==> src/rtl/lqs_pkg.sv <==
package lqs_pkg;

    localparam int WORD_W = 32;
    localparam int OCC_W  = 4;

    localparam logic [1:0] K_ENQ = 2'd0;
    localparam logic [1:0] K_DEQ = 2'd1;
    localparam logic [1:0] K_SRCH = 2'd2;
    localparam logic [1:0] K_UPD = 2'd3;

    localparam logic [1:0] ST_OK        = 2'd0;
    localparam logic [1:0] ST_FULL      = 2'd1;
    localparam logic [1:0] ST_EMPTY     = 2'd2;
    localparam logic [1:0] ST_NOT_FOUND = 2'd3;

    typedef struct packed {
        logic [1:0]               status;
        logic signed [WORD_W-1:0] removed_value;
        logic                     found;
        logic [OCC_W-1:0]         occupancy;
    } res_t;

endpackage

==> src/rtl/lqs_if.sv <==
interface lqs_req_if
    import lqs_pkg::*;
();
    logic                     valid;
    logic                     ready;
    logic [1:0]               kind;
    logic signed [WORD_W-1:0] item_value;
    logic signed [WORD_W-1:0] replacement;

    modport source (output valid, kind, item_value, replacement, input ready);
    modport sink (input valid, kind, item_value, replacement, output ready);
endinterface

interface lqs_rsp_if
    import lqs_pkg::*;
();
    logic                     valid;
    logic                     ready;
    logic [1:0]               status;
    logic signed [WORD_W-1:0] removed_value;
    logic                     found;
    logic [OCC_W-1:0]         occupancy;

    modport source (output valid, status, removed_value, found, occupancy, input ready);
    modport sink (input valid, status, removed_value, found, occupancy, output ready);
endinterface

==> src/rtl/linear_queue_with_search_unit.sv <==
// Enqueue and full/empty rejects go from idle straight to S_RESULT, where the
// result is moved into the output register; dequeue first does one synchronous
// read of the entry memory (S_DEQ); search/update first compares k entries
// (1..DEPTH) in S_SCAN, one read per cycle. One item at a time: a result held in
// the output register delays the next item's result, and that waiting item blocks the input.
// Reset clears indices, count and output valid; entry memory is not cleared.
module linear_queue_with_search_unit
    import lqs_pkg::*;
#(
    parameter int DEPTH = 8
) (
    input  logic      clk,
    input  logic      rst_n,
    lqs_req_if.sink   req,
    lqs_rsp_if.source rsp
);

    logic                     mem_wr_en;
    logic [$clog2(DEPTH)-1:0] mem_wr_addr;
    logic [WORD_W-1:0]        mem_wr_data;
    logic                     mem_rd_en;
    logic [$clog2(DEPTH)-1:0] mem_rd_addr;
    logic [WORD_W-1:0]        mem_rd_data;

    lqs_ctrl #(.DEPTH(DEPTH)) u_ctrl (
        .clk         (clk),
        .rst_n       (rst_n),
        .req         (req),
        .rsp         (rsp),
        .mem_wr_en   (mem_wr_en),
        .mem_wr_addr (mem_wr_addr),
        .mem_wr_data (mem_wr_data),
        .mem_rd_en   (mem_rd_en),
        .mem_rd_addr (mem_rd_addr),
        .mem_rd_data (mem_rd_data)
    );

    lqs_mem #(.DEPTH(DEPTH)) u_mem (
        .clk     (clk),
        .wr_en   (mem_wr_en),
        .wr_addr (mem_wr_addr),
        .wr_data (mem_wr_data),
        .rd_en   (mem_rd_en),
        .rd_addr (mem_rd_addr),
        .rd_data (mem_rd_data)
    );

    a_found_ok: assert property (@(posedge clk) disable iff (!rst_n)
        rsp.valid && rsp.found |-> rsp.status == ST_OK)
        else $error("found with non-ok status");

    a_reject_clean: assert property (@(posedge clk) disable iff (!rst_n)
        rsp.valid && rsp.status != ST_OK |-> rsp.removed_value == '0 && !rsp.found)
        else $error("rejected item carries data");

    a_empty_occ: assert property (@(posedge clk) disable iff (!rst_n)
        rsp.valid && rsp.status == ST_EMPTY |-> rsp.occupancy == '0)
        else $error("empty status with nonzero occupancy");

    a_busy_after_accept: assert property (@(posedge clk) disable iff (!rst_n)
        req.valid && req.ready |=> !req.ready)
        else $error("item taken back to back");

endmodule

==> src/rtl/lqs_mem.sv <==
module lqs_mem
    import lqs_pkg::*;
#(
    parameter int DEPTH = 8
) (
    input  logic                       clk,
    input  logic                       wr_en,
    input  logic [$clog2(DEPTH)-1:0]   wr_addr,
    input  logic [WORD_W-1:0]          wr_data,
    input  logic                       rd_en,
    input  logic [$clog2(DEPTH)-1:0]   rd_addr,
    output logic [WORD_W-1:0]          rd_data
);

    logic [WORD_W-1:0] store_reg [DEPTH];
    logic [WORD_W-1:0] rd_data_reg;

    always_ff @(posedge clk)
    begin
        if (wr_en)
        begin
            store_reg[wr_addr] <= wr_data;
        end
        if (rd_en)
        begin
            rd_data_reg <= store_reg[rd_addr];
        end
    end

    assign rd_data = rd_data_reg;

endmodule

==> src/rtl/lqs_ctrl.sv <==
module lqs_ctrl
    import lqs_pkg::*;
#(
    parameter int DEPTH = 8
) (
    input  logic                       clk,
    input  logic                       rst_n,
    lqs_req_if.sink                    req,
    lqs_rsp_if.source                  rsp,
    output logic                       mem_wr_en,
    output logic [$clog2(DEPTH)-1:0]   mem_wr_addr,
    output logic [WORD_W-1:0]          mem_wr_data,
    output logic                       mem_rd_en,
    output logic [$clog2(DEPTH)-1:0]   mem_rd_addr,
    input  logic [WORD_W-1:0]          mem_rd_data
);

    localparam int ADDR_W = $clog2(DEPTH);
    localparam int IDX_W  = $clog2(DEPTH + 1);
    localparam logic [IDX_W-1:0] DEPTH_I = IDX_W'(DEPTH);
    localparam logic [IDX_W-1:0] ONE_I   = IDX_W'(1);

    typedef enum logic [1:0] {S_IDLE, S_DEQ, S_SCAN, S_RESULT} state_t;

    state_t              state_reg, state_next;
    logic [IDX_W-1:0]    head_reg, head_next;
    logic [IDX_W-1:0]    tail_reg, tail_next;
    logic [IDX_W-1:0]    count_reg, count_next;
    logic [IDX_W-1:0]    scan_pos_reg, scan_pos_next;
    logic [ADDR_W-1:0]   cmp_pos_reg, cmp_pos_next;
    logic [WORD_W-1:0]   key_reg, key_next;
    logic [WORD_W-1:0]   repl_reg, repl_next;
    logic                upd_reg, upd_next;
    res_t                res_reg, res_next;
    res_t                out_reg, out_next;
    logic                out_valid_reg, out_valid_next;
    logic                accept;

    assign req.ready = (state_reg == S_IDLE);
    assign accept    = req.valid && req.ready;

    always_comb
    begin
        state_next     = state_reg;
        head_next      = head_reg;
        tail_next      = tail_reg;
        count_next     = count_reg;
        scan_pos_next  = scan_pos_reg;
        cmp_pos_next   = cmp_pos_reg;
        key_next       = key_reg;
        repl_next      = repl_reg;
        upd_next       = upd_reg;
        res_next       = res_reg;
        out_next       = out_reg;
        out_valid_next = out_valid_reg;
        mem_wr_en      = 1'b0;
        mem_wr_addr    = tail_reg[ADDR_W-1:0];
        mem_wr_data    = req.item_value;
        mem_rd_en      = 1'b0;
        mem_rd_addr    = head_reg[ADDR_W-1:0];

        if (out_valid_reg && rsp.ready)
        begin
            out_valid_next = 1'b0;
        end

        unique case (state_reg)
            S_IDLE:
            begin
                if (accept)
                begin
                    key_next   = req.item_value;
                    repl_next  = req.replacement;
                    upd_next   = (req.kind == K_UPD);
                    res_next   = '0;
                    state_next = S_RESULT;
                    if (req.kind == K_ENQ)
                    begin
                        if (tail_reg >= DEPTH_I)
                        begin
                            res_next.status    = ST_FULL;
                            res_next.occupancy = OCC_W'(count_reg);
                        end
                        else
                        begin
                            mem_wr_en          = 1'b1;
                            tail_next          = tail_reg + ONE_I;
                            count_next         = count_reg + ONE_I;
                            res_next.status    = ST_OK;
                            res_next.occupancy = OCC_W'(count_reg + ONE_I);
                        end
                    end
                    else if (count_reg == '0)
                    begin
                        res_next.status = ST_EMPTY;
                    end
                    else if (req.kind == K_DEQ)
                    begin
                        mem_rd_en  = 1'b1;
                        state_next = S_DEQ;
                    end
                    else
                    begin
                        // first compare reads the head entry
                        mem_rd_en     = 1'b1;
                        cmp_pos_next  = head_reg[ADDR_W-1:0];
                        scan_pos_next = head_reg + ONE_I;
                        state_next    = S_SCAN;
                    end
                end
            end
            S_DEQ:
            begin
                res_next               = '0;
                res_next.status        = ST_OK;
                res_next.removed_value = mem_rd_data;
                res_next.occupancy     = OCC_W'(count_reg - ONE_I);
                count_next             = count_reg - ONE_I;
                if (count_reg == ONE_I)
                begin
                    // drained: reclaim the whole array
                    head_next = '0;
                    tail_next = '0;
                end
                else
                begin
                    head_next = head_reg + ONE_I;
                end
                state_next = S_RESULT;
            end
            S_SCAN:
            begin
                // one read in flight; data of cmp_pos arrives this cycle
                if (mem_rd_data == key_reg)
                begin
                    mem_wr_en          = upd_reg;
                    mem_wr_addr        = cmp_pos_reg;
                    mem_wr_data        = repl_reg;
                    res_next           = '0;
                    res_next.status    = ST_OK;
                    res_next.found     = 1'b1;
                    res_next.occupancy = OCC_W'(count_reg);
                    state_next         = S_RESULT;
                end
                else if (scan_pos_reg < tail_reg)
                begin
                    mem_rd_en     = 1'b1;
                    mem_rd_addr   = scan_pos_reg[ADDR_W-1:0];
                    cmp_pos_next  = scan_pos_reg[ADDR_W-1:0];
                    scan_pos_next = scan_pos_reg + ONE_I;
                end
                else
                begin
                    res_next           = '0;
                    res_next.status    = ST_NOT_FOUND;
                    res_next.occupancy = OCC_W'(count_reg);
                    state_next         = S_RESULT;
                end
            end
            S_RESULT:
            begin
                if (!out_valid_reg || rsp.ready)
                begin
                    out_next       = res_reg;
                    out_valid_next = 1'b1;
                    state_next     = S_IDLE;
                end
            end
            default:
            begin
                state_next = S_IDLE;
            end
        endcase
    end

    always_ff @(posedge clk or negedge rst_n)
    begin
        if (!rst_n)
        begin
            state_reg     <= S_IDLE;
            head_reg      <= '0;
            tail_reg      <= '0;
            count_reg     <= '0;
            out_valid_reg <= 1'b0;
        end
        else
        begin
            state_reg     <= state_next;
            head_reg      <= head_next;
            tail_reg      <= tail_next;
            count_reg     <= count_next;
            out_valid_reg <= out_valid_next;
        end
    end

    always_ff @(posedge clk)
    begin
        scan_pos_reg <= scan_pos_next;
        cmp_pos_reg  <= cmp_pos_next;
        key_reg      <= key_next;
        repl_reg     <= repl_next;
        upd_reg      <= upd_next;
        res_reg      <= res_next;
        out_reg      <= out_next;
    end

    assign rsp.valid         = out_valid_reg;
    assign rsp.status        = out_reg.status;
    assign rsp.removed_value = out_reg.removed_value;
    assign rsp.found         = out_reg.found;
    assign rsp.occupancy     = out_reg.occupancy;

endmodule
==> src/flat_wrapper.sv <==
// flat-port wrapper written by rule: the top's interface ports become plain ports
module linear_queue_with_search_unit_flat import lqs_pkg::*;
#(
    parameter int DEPTH = 8
)
  (clk, rst_n, req_valid, req_kind, req_item_value, req_replacement, req_ready, rsp_valid, rsp_status, rsp_removed_value, rsp_found, rsp_occupancy, rsp_ready);
  lqs_req_if req_i ();
  lqs_rsp_if rsp_i ();
  input  logic clk;
  input  logic rst_n;
  input wire logic [$bits(req_i.valid)-1:0] req_valid;
  input wire logic [$bits(req_i.kind)-1:0] req_kind;
  input wire logic [$bits(req_i.item_value)-1:0] req_item_value;
  input wire logic [$bits(req_i.replacement)-1:0] req_replacement;
  output wire logic [$bits(req_i.ready)-1:0] req_ready;
  output wire logic [$bits(rsp_i.valid)-1:0] rsp_valid;
  output wire logic [$bits(rsp_i.status)-1:0] rsp_status;
  output wire logic [$bits(rsp_i.removed_value)-1:0] rsp_removed_value;
  output wire logic [$bits(rsp_i.found)-1:0] rsp_found;
  output wire logic [$bits(rsp_i.occupancy)-1:0] rsp_occupancy;
  input wire logic [$bits(rsp_i.ready)-1:0] rsp_ready;
  assign req_i.valid = req_valid;
  assign req_i.kind = req_kind;
  assign req_i.item_value = req_item_value;
  assign req_i.replacement = req_replacement;
  assign req_ready = req_i.ready;
  assign rsp_valid = rsp_i.valid;
  assign rsp_status = rsp_i.status;
  assign rsp_removed_value = rsp_i.removed_value;
  assign rsp_found = rsp_i.found;
  assign rsp_occupancy = rsp_i.occupancy;
  assign rsp_i.ready = rsp_ready;
  linear_queue_with_search_unit #(.DEPTH(DEPTH)) u_core (.clk(clk), .rst_n(rst_n), .req(req_i), .rsp(rsp_i));
endmodule
==> config.mk <==
export PLATFORM = sky130hd
export DESIGN_NAME = linear_queue_with_search_unit_flat
export DESIGN_NICKNAME = d
export VERILOG_FILES = /design/src/rtl/lqs_pkg.sv /design/src/rtl/lqs_if.sv /design/src/rtl/linear_queue_with_search_unit.sv /design/src/rtl/lqs_mem.sv /design/src/rtl/lqs_ctrl.sv /design/src/flat_wrapper.sv
export SDC_FILE = /design/constraint.sdc
export NUM_CORES = 1
export LEC_CHECK = 0
export BUFFER_PORTS_ARGS = -buffer_cell sky130_fd_sc_hd__buf_4
export CELL_PAD_IN_SITES_DETAIL_PLACEMENT = 1
export CELL_PAD_IN_SITES_GLOBAL_PLACEMENT = 1
export CORE_AREA = 2 2 171 240
export DETAILED_ROUTE_END_ITERATION = 8
export DIE_AREA = 0 0 173 242
export GPL_TIMING_DRIVEN = 0
export PLACE_DENSITY = 0.7
export SLEW_MARGIN = 10
export SYNTH_ARGS = -nofsm -noshare
export SYNTH_HDL_FRONTEND = slang
export SYNTH_SLANG_ARGS = --single-unit
==> constraint.sdc <==
create_clock -name clk -period 6.4 [get_ports clk]
set_input_delay 1.28 -clock clk [delete_from_list [all_inputs] [get_ports clk]]
set_output_delay 1.28 -clock clk [all_outputs]
set_load 0.01 [all_outputs]
# --- Word-level counts from Yosys, hierarchy flattened ---
# Memories as Yosys holds them, arrays and structs flattened. A register that Yosys moved wholly into a read port is not among the register bits.
# Index checks and enable logic that the tools add are counted.
word_totals:
  register_bits: 165
  latchBits: 0
  mem_bits_rw: 256
  mem_bits_ro: 0
  in_bits: 70
  out_inout_bits: 41
  elab_cells: 124
  n_memories: 1
memory_table:
  columns: ["name", "depth", "word_bits", "read_ports", "rd_clocked_by_memory_dff", "write_ports", "line_no", "source"]
  rows:
  - ["u_core.u_mem.store_reg", 8, 32, 1, 1, 1, "lqs_mem.sv:15", "logic [WORD_W-1:0] store_reg [DEPTH];"]
classes:
  add_sub_neg: 5
  mul: 0
  div_mod_pow: 0
  order_cmp: 2
  eq_ne: 18
  shifts: 0
  mux: 63
  bitwise: 0
  reduce_logical: 17
ops:
  columns: ["op", "count"]
  rows:
  - ["39-bit 2-to-1 mux", 3]
  - ["39-bit case mux with 3 select lines", 1]
  - ["32-bit 2-to-1 mux", 2]
  - ["4-bit 2-to-1 mux", 15]
  - ["3-bit 2-to-1 mux", 11]
  - ["32-bit equality test", 1]
  - ["4-bit case mux with 2 select lines", 3]
  - ["2-bit 2-to-1 mux", 9]
  - ["4-bit by 1-bit adder with 4-bit output (second input constant)", 4]
  - ["2-bit != test (second input constant)", 8]
  - ["1-bit 2-to-1 mux", 15]
  - ["3-bit AND reduction", 3]
  - ["2-bit case mux with 4 select lines", 1]
  - ["7-bit AND reduction", 1]
  - ["2-bit equality test (second input constant)", 3]
  - ["3-bit case mux with 2 select lines", 1]
  - ["5-bit AND reduction", 1]
  - ["2-bit by 1-bit equality test with 1-bit output (second input constant)", 2]
  - ["4-bit by 1-bit equality test with 1-bit output (second input constant)", 1]
  - ["4-bit greater-or-equal comparator (second input constant)", 1]
  - ["2-bit logical NOT", 2]
  - ["4-bit logical NOT", 1]
  - ["4-bit < comparator", 1]
  - ["2-bit by 1-bit != test with 1-bit output (second input constant)", 2]
  - ["other kinds (9)", 13]

# --- Longest topological paths before layout ---
depth:
  depth_word: 7
  depth_mapped: 11
  ltp_nobuf: 9

# --- Hierarchy ---
# From an unflattened synthesis, not the netlist that was laid out.
unflattened:
  cells_unflattened: 848
  hier_area_um2: 17663.2
by_module_without_submodules:
  columns: ["module", "n_inst", "cells_per_inst", "area_per_inst_um2", "seq_area_each_um2"]
  rows:
  - ["lqs_mem", 1, 415, 10786.6, 8648.3]
  - ["lqs_ctrl", 1, 433, 6876.6, 4879.7]

# --- Least setup slack after synthesis ---
# Ideal clock, no wire load.
synth_timing:
  kind: "input to register"
  startpoint: "input port req_kind[0]"
  endpoint: "memory u_core.u_mem.store_reg[0][0] (enable)"
  setup_ps: 421
  arrival_time_ps: 3579
  t_required_ps: 5979
  path_slack_ps: 2400
  cell_stages: 6
  path_buffers: 0
  path_cell_list: "or2_2 > nor3_1 > nor2_1 > nor3_1 > a31oi_1 > nor2_1"
synth_via:
  elab_chain_len: 6
synth_lines:
  columns: ["item", "line_no", "source"]
  rows:
  - ["from (decl)", "flat_wrapper.sv:12", "input wire logic [$bits(req_i.kind)-1:0] req_kind;"]
  - ["2-bit logical NOT", "lqs_ctrl.sv:77", "if (req.kind == K_ENQ)"]
  - ["1-bit 2-to-1 mux", "lqs_ctrl.sv:77", null]
  - ["1-bit 2-to-1 mux", "lqs_ctrl.sv:70", "if (accept)"]
  - ["1-bit case mux with 2 select lines", "lqs_ctrl.sv:67", "unique case (state_reg)"]
  - ["1-bit 2-to-1 mux", "lqs_mem.sv:20", "if (wr_en)"]
  - ["1-bit 2-to-1 mux (implied by the code)", "lqs_mem.sv:22", "store_reg[wr_addr] <= wr_data;"]
  - ["to (decl)", "lqs_mem.sv:15", null]
# No other way between the ends.

# --- Worst setup path in the final report ---
layout_timing:
  startpoint: "register u_core.u_mem.rd_data_reg[24] (netlist: u_core.u_mem.rd_data[24]), read port of u_core.u_mem.store_reg"
  endpoint: "memory u_core.u_mem.store_reg[0][2] (enable)"
layout_via:
  elab_chain_len: 5
  elab_cells_between_ends: 7
  classes_between: "eq/ne: 1; mux: 6"
layout_lines:
  columns: ["item", "line_no", "source"]
  rows:
  - ["from (decl)", "lqs_mem.sv:16", "logic [WORD_W-1:0] rd_data_reg;"]
  - ["32-bit equality test (*)", "lqs_ctrl.sv:134", "if (mem_rd_data == key_reg)"]
  - ["1-bit 2-to-1 mux", "lqs_ctrl.sv:134", null]
  - ["1-bit case mux with 2 select lines", "lqs_ctrl.sv:67", null]
  - ["1-bit 2-to-1 mux", "lqs_mem.sv:20", null]
  - ["1-bit 2-to-1 mux (implied by the code)", "lqs_mem.sv:22", null]
# Mark *: on every way between the ends. The rest lies on a longest branch, timed or not.

==> run metrics <==
status completed; first-pass GRT wire length 68000 µm; grt total ovfl 0; Fmax achieved 214 MHz; DIE HEIGHT 242 µm; Worst-Margin Slew 1.23 ns; highest routed layer met4; CTS Root Cell clkbuf_16; share of the synthesized area in the top cell type 0.742; Max Buffers Root-to-Sink 3; Cells after Synth 1080; CTS sink cnt 453; met1 WL 17700 µm; Initial Utilization 0.445; Synth Cell Area 0.0177 mm²; Rel. slew slack 0.177; cell taking the most area after synthesis edfxtp_1; Pre-Repair DR Iteration Count 5; skew final 0.0229 ns; post-cts sizing count 0; Final Hold Viols 0; vias per cell 5.52; metal3 WL 2370 µm; Avg WL per Cell 25.1 µm; Post-synth EDFFs 438; vias 10025; CP arrival 4.96 ns; Setup Fix Bufs, Post-CTS 0; most common cell in the netlist edfxtp_1; sequential area share after synthesis 0.763; TritonCTS clock tree done; Final Wtd Congestion 0.771; CP Capture Type register; Layout Area Growth over Synthesis 18.2%; clk slew on worst S/H paths 0.06 ns; CP peak stage delay 0.95 ns; Syn Nets 1164; ANT cells 0; Cell Rows 87; peak supply drop 224 µV; DP Worst Slack 1.61 ns; ANT nets after route 0; max reg flops 256; Final Cycle Share 0.729; Synth Warn # 0; clock share of power 0.242; CTS H-Tree Depth 2; vias in the first global route 11017; crit path launch type register; PD cells 492 mW/mm²; Crit-path slowest cell a31oi_1; Pleak 7.25 nW; CTS hold repair buffers 0; HPWL Detailed 30200 µm; die area 0.0419 mm²; drt first-iter violations 806; io pins 111; worst path bufs/invs 2; share of post-route cells with drive strength above 1 0.208; required time of the critical path 6.69 ns; Final Setup Violations 0; worst hold-check path type register to register; FF+latch count, synth 453; initial antenna violation count 0; area post-placement 0.0196 mm²; syn avg cell area 16.4 µm²; worst-path fanout max 17; GRT Util Overall 0.218; P_int 6.68 mW; Setup TNS 0 ns; final WL 45500 µm; synth unique cells 48; DRC viols 0; largest delay contributor family on the critical path simple AND/OR/NAND/NOR gates; Slew Viols, Final 0; Die X 173 µm; wire length on met2 23600 µm; unrepaired setup endpoints after global routing no; min Tclk post-route 4.67 ns; Sw Share 0.352; top cell types by occurrence after synthesis edfxtp_1, nand2_1, and2_1, mux2_2; ys flop type edfxtp_1; R2R Setup Slk 1.73 ns; Logic pwr share 0.341; Nets 1334; Synth area leaders edfxtp_1, nand2_1, mux2_2; Max-cap violations 0; Switch Pwr 3.62 mW; sequential group share of total power 0.417; Cell Chain, Critical Path xor2_1 -> nor4_1 -> nand4_1 -> nor2_1 -> nand2_1 -> clkbuf_1 -> a31oi_1 -> nor2_4 -> buf_16; critical path class register to register; largest net degree at the start of global routing 35; Skew-Pair Late Insertion Delay 0.56 ns; Post-synth ARST share 0.0331; Port Buffers 110; final instance area 0.0210 mm²; final core occ 0.526; number of buffers created by CTS 46; core area 0.0398 mm²; final worst slack 1.73 ns
==> metal layers <==
layer | vias to the layer above | global-route usage
met4 | 0 | 0.0935
met5 | - | 0
met2 | 335 | 0.386
met3 | 106 | 0.0344
met1 | 5111 | 0.263
li1 | 4473 | -
==> kinds of logic after synthesis <==
logic type / after synthesis / share of synthesized area
buf+inv: 69 / 0.0181
fa+ha+maj: 14 / 0.00988
compound gates: 142 / 0.0690
xor+xnor: 43 / 0.0212
simple gates: 286 / 0.0747
mux: 73 / 0.0441
flops: 453 / 0.763
==> cell type report <==
| cell class | instances | area [µm²] |
|---|---|---|
| Clock inverter | 18 | 144 |
| Sequential cell | 453 | 13500 |
| Fill cell | 3797 | 18900 |
| Inverter | 15 | 58.8 |
| Timing Repair Buffer | 122 | 1120 |
| Tap cell | 534 | 668 |
| Buffer | 54 | 264 |
| Multi-Input combinational cell | 558 | 3950 |
| Clock buffer | 61 | 1220 |
==> worst register-to-register path, delay by kind of cell, from the launching register on <==
kind	cells	cell delay (ns)
XOR/XNOR	1	0.20
buffers and inverters	2	0.82
AND/OR/NAND/NOR	5	1.95
flip-flops	1	0.47
AO/OA/AOI/OAI	1	0.95
==> final timing paths <==
| path | start | endpoint | cells past startpoint |
|---|---|---|---|
| max in group asynchronous | rst_n | u_core.u_ctrl.count_reg[3]$_DFFE_PN0P_ | 1 |
| max | u_core.u_mem.rd_data[24]$_DFFE_PP_ | u_core.u_mem.store_reg[0][2]$_DFFE_PP_ | 9 |
| min reg2reg | u_core.u_ctrl.res_reg[10]$_DFFE_PP_ | u_core.u_ctrl.rsp.removed_value[5]$_DFFE_PP_ | 0 |
| min in group asynchronous | rst_n | u_core.u_ctrl.state_reg[1]$_DFFE_PN0P_ | 1 |
| max reg2reg | u_core.u_mem.rd_data[24]$_DFFE_PP_ | u_core.u_mem.store_reg[0][2]$_DFFE_PP_ | 9 |
| min | u_core.u_ctrl.res_reg[10]$_DFFE_PP_ | u_core.u_ctrl.rsp.removed_value[5]$_DFFE_PP_ | 0 |
==> metrics by stage <==
stage / hold slack (ns) / power, mW / instances
final: 0.418 / 10.3 / 1815
after global routing: 0.423 / 10.8 / 1815
after CTS: 0.420 / 10.4 / 1815
after detailed placement: 0.406 / 7.91 / 1736
after global placement: 0.400 / 7.70 / 1724
after floorplan: 0.400 / 6.40 / 1080
==> placed cells by master, fill, tap and decap left out, types with 21 or more instances in the layout <==
| master | n |
|---|---|
| a211oi_1 | 32 |
| a311oi_1 | 21 |
| a32o_1 | 32 |
| and2_1 | 65 |
| buf_4 | 115 |
| clkbuf_1 | 43 |
| clkbuf_16 | 46 |
| edfxtp_1 | 438 |
| mux2_2 | 37 |
| mux2i_1 | 35 |
| nand2_1 | 159 |
| xor2_1 | 35 |
==> power groups by stage <==
stage	clock (mW)	combinational, mW	sequential [mW]
after floorplan	0	2.06	4.33
after global placement	0	3.31	4.39
after detailed placement	0	3.55	4.36
after CTS	2.53	3.57	4.30
after global routing	2.64	3.78	4.35
final	2.50	3.51	4.30
No activity file was read; power rests on OpenSTA's default activity.
